File: src/fcull_pkg.sv
// ============================================================================
// fcull_pkg
// Types and constants of the six-plane frustum cull pipeline.
// ============================================================================
`timescale 1ns / 1ps
`default_nettype none

package fcull_pkg;

    // Plane set
    localparam int NUM_PLANE_REGS = 6;
    localparam int PLANE_COUNT    = 6;
    localparam int FAR_PLANE      = 1;
    localparam int PIDX_W         = $clog2(NUM_PLANE_REGS);

    // Config port
    localparam int CFG_IDX_W  = 3;
    localparam int CFG_DATA_W = 64;

    // Query fields
    localparam int ACT_W   = 3;
    localparam int COORD_W = 16;
    localparam int EXT_W   = 15;
    localparam int COEF_W  = 16;

    // Arithmetic widths: products carry 14 fraction bits
    localparam int D_SHIFT = 14;
    localparam int PROD_W  = 2 * COEF_W;          // signed coef * signed coord
    localparam int MAG_W   = COEF_W + EXT_W;      // |coef| * extent
    localparam int VAL_W   = PROD_W + 2;          // three products plus d
    localparam int REACH_W = MAG_W + 2;           // three magnitudes
    localparam int SUM_W   = VAL_W + 2;           // value plus reach

    // Query kinds
    localparam logic [ACT_W-1:0] ACT_POINT   = 3'd0;
    localparam logic [ACT_W-1:0] ACT_CUBE    = 3'd1;
    localparam logic [ACT_W-1:0] ACT_SPHERE  = 3'd2;
    localparam logic [ACT_W-1:0] ACT_BOX     = 3'd3;
    localparam logic [ACT_W-1:0] ACT_FAR_BOX = 3'd4;

    // Register packing: d[63:48] c[47:32] b[31:16] a[15:0]
    typedef struct packed {
        logic signed [COEF_W-1:0] d;
        logic signed [COEF_W-1:0] c;
        logic signed [COEF_W-1:0] b;
        logic signed [COEF_W-1:0] a;
    } plane_t;

    // Load enables of the two arithmetic stages
    typedef struct packed {
        logic s1;
        logic s2;
    } stage_en_t;

endpackage

`default_nettype wire

File: src/fcull_plane.sv
// ============================================================================
// fcull_plane
// One plane's arithmetic: center value a*x+b*y+c*z+d and box reach
// |a|*ex+|b|*ey+|c|*ez, over two register stages.
// ============================================================================
`timescale 1ns / 1ps
`default_nettype none

module fcull_plane import fcull_pkg::*; (
    input  wire logic                      aclk,
    input  wire plane_t                    plane,
    input  wire stage_en_t                 en,
    input  wire logic signed [COORD_W-1:0] cx,
    input  wire logic signed [COORD_W-1:0] cy,
    input  wire logic signed [COORD_W-1:0] cz,
    input  wire logic        [EXT_W-1:0]   ex,
    input  wire logic        [EXT_W-1:0]   ey,
    input  wire logic        [EXT_W-1:0]   ez,
    output logic signed      [VAL_W-1:0]   val_center,
    output logic             [REACH_W-1:0] box_reach
);

    logic [COEF_W-1:0] a_mag;
    logic [COEF_W-1:0] b_mag;
    logic [COEF_W-1:0] c_mag;
    logic signed [VAL_W-1:0] d_term;

    logic signed [PROD_W-1:0] prod_x_reg;
    logic signed [PROD_W-1:0] prod_y_reg;
    logic signed [PROD_W-1:0] prod_z_reg;
    logic        [MAG_W-1:0]  mag_x_reg;
    logic        [MAG_W-1:0]  mag_y_reg;
    logic        [MAG_W-1:0]  mag_z_reg;
    logic signed [VAL_W-1:0]  val_reg;
    logic        [REACH_W-1:0] reach_reg;

    // Coefficient magnitudes; -32768 maps to 32768 in 16 unsigned bits
    always_comb begin
        a_mag = plane.a[COEF_W-1] ? (~plane.a + 1'b1) : plane.a;
        b_mag = plane.b[COEF_W-1] ? (~plane.b + 1'b1) : plane.b;
        c_mag = plane.c[COEF_W-1] ? (~plane.c + 1'b1) : plane.c;
    end

    // Stage 1: exact products
    always_ff @(posedge aclk) begin
        if (en.s1) begin
            prod_x_reg <= plane.a * cx;
            prod_y_reg <= plane.b * cy;
            prod_z_reg <= plane.c * cz;
            mag_x_reg  <= a_mag * ex;
            mag_y_reg  <= b_mag * ey;
            mag_z_reg  <= c_mag * ez;
        end
    end

    // d aligned to 14 fraction bits
    assign d_term = VAL_W'(plane.d) <<< D_SHIFT;

    // Stage 2: plane sums
    always_ff @(posedge aclk) begin
        if (en.s2) begin
            val_reg   <= VAL_W'(prod_x_reg) + VAL_W'(prod_y_reg)
                       + VAL_W'(prod_z_reg) + d_term;
            reach_reg <= REACH_W'(mag_x_reg) + REACH_W'(mag_y_reg)
                       + REACH_W'(mag_z_reg);
        end
    end

    assign val_center = val_reg;
    assign box_reach  = reach_reg;

endmodule

`default_nettype wire

File: config.mk
export PLATFORM = sky130hd
export DESIGN_NAME = fcull_plane
export DESIGN_NICKNAME = d
export VERILOG_FILES = /design/src/fcull_pkg.sv /design/src/fcull_plane.sv
export SDC_FILE = /design/constraint.sdc
export NUM_CORES = 2
export LEC_CHECK = 0
export BUFFER_PORTS_ARGS = -buffer_cell sky130_fd_sc_hd__buf_2
export CAP_MARGIN = 15
export CORE_ASPECT_RATIO = 1.75
export CORE_MARGIN = 4
export CORE_UTILIZATION = 50
export DETAILED_ROUTE_END_ITERATION = 8
export HOLD_SLACK_MARGIN = 0.03
export PLACE_DENSITY = 0.77
export SLEW_MARGIN = 20
export SYNTH_ARGS = -nofsm -noshare
export SYNTH_HDL_FRONTEND = slang
export SYNTH_SLANG_ARGS = --single-unit
File: constraint.sdc
create_clock -name aclk -period 10.3 [get_ports aclk]
set_clock_uncertainty 0.1 [all_clocks]
set_input_delay 1.03 -clock aclk [delete_from_list [all_inputs] [get_ports aclk]]
set_output_delay 1.03 -clock aclk [all_outputs]
set_load 0.1 [all_outputs]
Word level (Yosys, flattened, before mapping)
Index checks and enable logic that the tools add are counted.

storage, ports and cells
  memory bits (writable) = 0
  memory bits (read-only) = 0
  output and inout port bits = 67
  register bits after elaboration = 256
  input bits = 160
  memories = 0
  latch bits = 0
  logic and storage cells = 28

cells by class
  divide/modulo/power cells = 0
  reductions and logical operators = 0
  order comparisons = 0
  add/subtract/negate cells = 8
  eq/ne operators = 0
  shifts and indexed selects = 0
  $mul = 6
  bitwise gates (word level) = 3
  multiplexer cells = 3

operator list
  operator                 number
  $mul A16 B16 Y32         3
  $mul A16 B15 Y31         3
  $add A16 B1 Y16 const B  3
  $mux W16                 3
  $not A16 Y16             3
  $add A33 B32 Y34         1
  $add A34 B30 Y34         1
  $add A32 B31 Y33         1
  $add A32 B32 Y33         1
  $add A31 B31 Y32         1

Logic depth before layout (Yosys ltp)
  word-level depth = 4
  gate-level depth with buffers = 30
  mapped depth without buffers = 28

Worst setup path after synthesis
Ideal clock, no wire load.

  path type = input-to-reg
  start point = input port plane[5] in the netlist's numbering
  end point = register mag_x_reg[29] (data pin)
  buffers on the path = 1
  path slack = 2077 ps
  required time = 9942 ps
  cell stages on the path = 24
  setup time = 258 ps
  arrival = 7865 ps
  path through = buf_6 > or4_4 > or3_4 > or4_4 > o41ai_2 > xnor2_1 > and2_1 > fa_1 > inv_1 > fa_1 > inv_1 > fa_1 > fa_1 > fa_1 > inv_1 > fa_1 > inv_1 > ha_1 > nand4_1 > o211ai_1 > a31oi_1 > o311ai_0 > o22ai_1 > xnor2_1

on the way
  word-level cells in the longest chain between the ends = 4

RTL lines
  element               RTL line           RTL
  from (decl)           fcull_plane.sv:11  input wire plane_t plane,
  $not A16 Y16          fcull_plane.sv:39  a_mag = plane.a[COEF_W-1] ? (~plane.a + 1'b1) : plane.a;
  $add A16 B1 Y16       fcull_plane.sv:39
  $mux W16 *            fcull_plane.sv:39
  $mul A16 B15 Y31 *    fcull_plane.sv:50  mag_x_reg <= a_mag * ex;
  to (signal assigned)  fcull_plane.sv:50
  to (decl)             fcull_plane.sv:31  logic [MAG_W-1:0] mag_x_reg;

Mark *: on every way between the ends. The rest lies on a longest branch, timed or not.
A chain may end at the register's enable or synchronous reset.

Final worst setup path
  start point = input port plane[6] in the netlist's numbering
  end point = register mag_x_reg[29] (data pin)

Same word-level chain as after synthesis.

==> results.ini <==
[layout]
layout_common_cells = inv_1, fa_1, and2_1, nand2_1, ha_1
layout_commonest_cell = inv_1
nets = 9150
largest_register_ffs = 34
syn2layout_area_growth_pct = 5.80
n_fill_cell = 11412
layout-drive-gt1-share = 0.0506

[route]
wl_per_cell_um = 19.7
avgViaCountPerCell = 5.52
drt-initial-drc-count = 2480
dr_wl_met3_um = 10100
num_vias = 48021
first_pass_iters = 6
wl_met2_um = 88300
met1Wirelength_um = 57900
highest_layer = met5
wl_um = 171000
drc = 0
postRouteAntennaNets = 0

[setup_path]
endpoint_kind = register
rr_startpoint = prod_y_reg[1]
worstSetupStartpointType = primary input
r2r_end = val_center[32]
cp.required_ns = 10.50
cp_max_fo = 18
rrSetupSlack_ns = 5.21
arrival_ns = 9.04
critPathKind = in -> reg
ff2ff_path_depth = 12

[sta]
timing.slew.headroom = 0.304
final.min_clock_period_ns = 8.84
max_freq_mhz = 113
tightest_slew_ns = 1.04
period_share = 0.858
fin_tns_setup_ns = 0
setup_violations = 0
rsz0062_at_grt = false
hold_viol = 0
slew_violations = 0

[clock_network]
cts_setup_buffers = 0
ctsHoldBuffers = 0
clock_path_buffers = 3
cts_max_level = 2
cts_resized = 0
clkTransAtPathRegs_ns = 0.06
cts_num_sinks = 256
cts_root_buf = clkbuf_16
clkLatencyLatePin_ns = 0.56
cts_tree = done
numCtsBuffers = 34

[die]
die_y_um = 490
pin_count = 227
die_x_um = 284
design.core.area_um2 = 132000
dieArea_um2 = 139000
start_util = 0.504
rows = 176

[placement]
dp_hpwl_um = 143000
io_buffers = 226
gp_congestion = 0.933

[synth]
ys.flop_type = edfxtp_1
async_flop_share = 0
synthCells = 6906
synth_area_per_cell_um2 = 9.63
ys_seq_elements = 256
synth_edf_count = 256
syn_nets = 9084
synth_cell_types = 71
synth_area_um2 = 66500
synth.yosys.seq_area_share = 0.116
yosys_warnings = 0

[worst_hold_path]
min_to = box_reach[0]
hold_class = reg -> reg
whs_path_depth = 3
hp-start = mag_z_reg[0]

[global_route]
grt_pass1_wl_um = 278000
track_usage = 0.252
grt-ovfl-total = 0
antenna_found_initial = 32
grt_max_degree = 111
grt_pass1_vias = 54211

[job]
drv_cap = 0

[outcome]
status = finished, final reports clean

## final cells by class
| type | instances | area, µm² | area share |
|---|---|---|---|
| diodes | 17 | 42.5 | 0.000605 |
| clock buffers | 36 | 858 | 0.0122 |
| clock inverters | 25 | 226 | 0.00322 |
| inverters | 1570 | 5890 | 0.0838 |
| multi-input cells | 4838 | 52100 | 0.740 |
| flip-flops and latches | 256 | 7690 | 0.109 |
| well taps | 1691 | 2120 | 0.0301 |
| repair buffers | 272 | 1490 | 0.0211 |
## worst max-delay path, stage by stage
cell and delay (ns):
buf_2 0.24, or4_4 0.54, or3_4 0.38, o21ai_0 0.23
xnor2_1 0.09, buf_4 0.22, and2_1 0.19, fa_1 0.51
inv_1 0.06, fa_1 0.53, inv_1 0.05, fa_1 0.50
inv_1 0.06, fa_1 0.53, inv_1 0.05, fa_1 0.47
inv_1 0.05, fa_1 0.47, inv_1 0.05, ha_1 0.30
a2111oi_0 0.44, o21ai_0 0.28, a41oi_1 0.53, o211ai_1 0.23
a31oi_1 0.46, o311ai_0 0.27, o22ai_1 0.20, xnor2_1 0.08
## synth_stat cells (4+ instances only)
cell type / instances / area share
a2111oi_0: 12 / 0.0016
a211o_1: 5 / 0.00066
a211oi_1: 39 / 0.0044
a21boi_0: 9 / 0.0010
a21o_1: 67 / 0.0076
a21oi_1: 165 / 0.012
a221oi_1: 4 / 0.00053
a311oi_1: 6 / 0.00079
a31oi_1: 17 / 0.0016
and2_1: 775 / 0.073
and3_1: 24 / 0.0023
and4_1: 4 / 0.00053
buf_1: 6 / 0.00034
clkbuf_1: 232 / 0.013
edfxtp_1: 256 / 0.12
fa_1: 1410 / 0.42
ha_1: 608 / 0.11
inv_1: 1570 / 0.089
nand2_1: 766 / 0.043
nand2b_1: 61 / 0.0057
nand3_1: 30 / 0.0023
nand3b_1: 5 / 0.00056
nand4_1: 15 / 0.0014
nor2_1: 131 / 0.0074
nor2b_1: 21 / 0.0020
nor3_1: 45 / 0.0034
nor4_1: 20 / 0.0019
o2111ai_1: 4 / 0.00053
o211a_1: 5 / 0.00075
o211ai_1: 10 / 0.0011
o21a_1: 36 / 0.0041
o21ai_0: 132 / 0.0099
o21bai_1: 33 / 0.0037
o22ai_1: 5 / 0.00047
o31a_1: 4 / 0.00053
o31ai_1: 20 / 0.0023
o41ai_1: 8 / 0.0011
or2_2: 6 / 0.00056
or3_1: 19 / 0.0018
or4_1: 6 / 0.00068
xnor2_1: 215 / 0.028
xor2_1: 52 / 0.0068
## worst max-delay path by stage
stage	from	endpoint	slack, ns
finish	plane[6]	mag_x_reg[29]	1.46
global route	plane[6]	mag_x_reg[29]	1.18
CTS	plane[6]	mag_x_reg[29]	1.66
detailed placement	plane[6]	mag_x_reg[29]	1.11
global placement	plane[6]	mag_x_reg[29]	1.30
floorplan	plane[5]	mag_x_reg[29]	2.08
## metal layers
layer	global-route usage	vias to the layer above
met5	0	-
met1	0.269	24371
met4	0.176	22
met2	0.455	1780
li1	-	21125
met3	0.0380	723
## metrics by stage
step           cell area [µm²]  hold WS, ns  std cells  utilization  setup WS [ns]
2_1_floorplan            66500        0.580       6906            -           2.08
3_3_place_gp             69200        0.661       8627        0.525           1.30
3_5_place_dp             69200        0.666       8627        0.525           1.11
4_1_cts                  70300        0.682       8688        0.533           1.66
5_1_grt                  70300        0.721       8693        0.533           1.18
6_report                 70400        0.684       8705        0.533           1.46
## cells by family (layout without fill, tap and decap cells)
kind of cell    Yosys count  count (layout)  synth area share
other cells               0              17                 0
simple gates           1939            1939             0.148
buf+inv                1812            1903             0.103
xor+xnor                267             267            0.0352
compound gates          613             613            0.0595
flops                   256             256             0.116
mux                       1               1          0.000151
fa+ha+maj              2018            2018             0.539
Power is left out: the tool's default activity adds up to more than one toggle a clock period on the data nets, which glitch-free logic cannot reach.
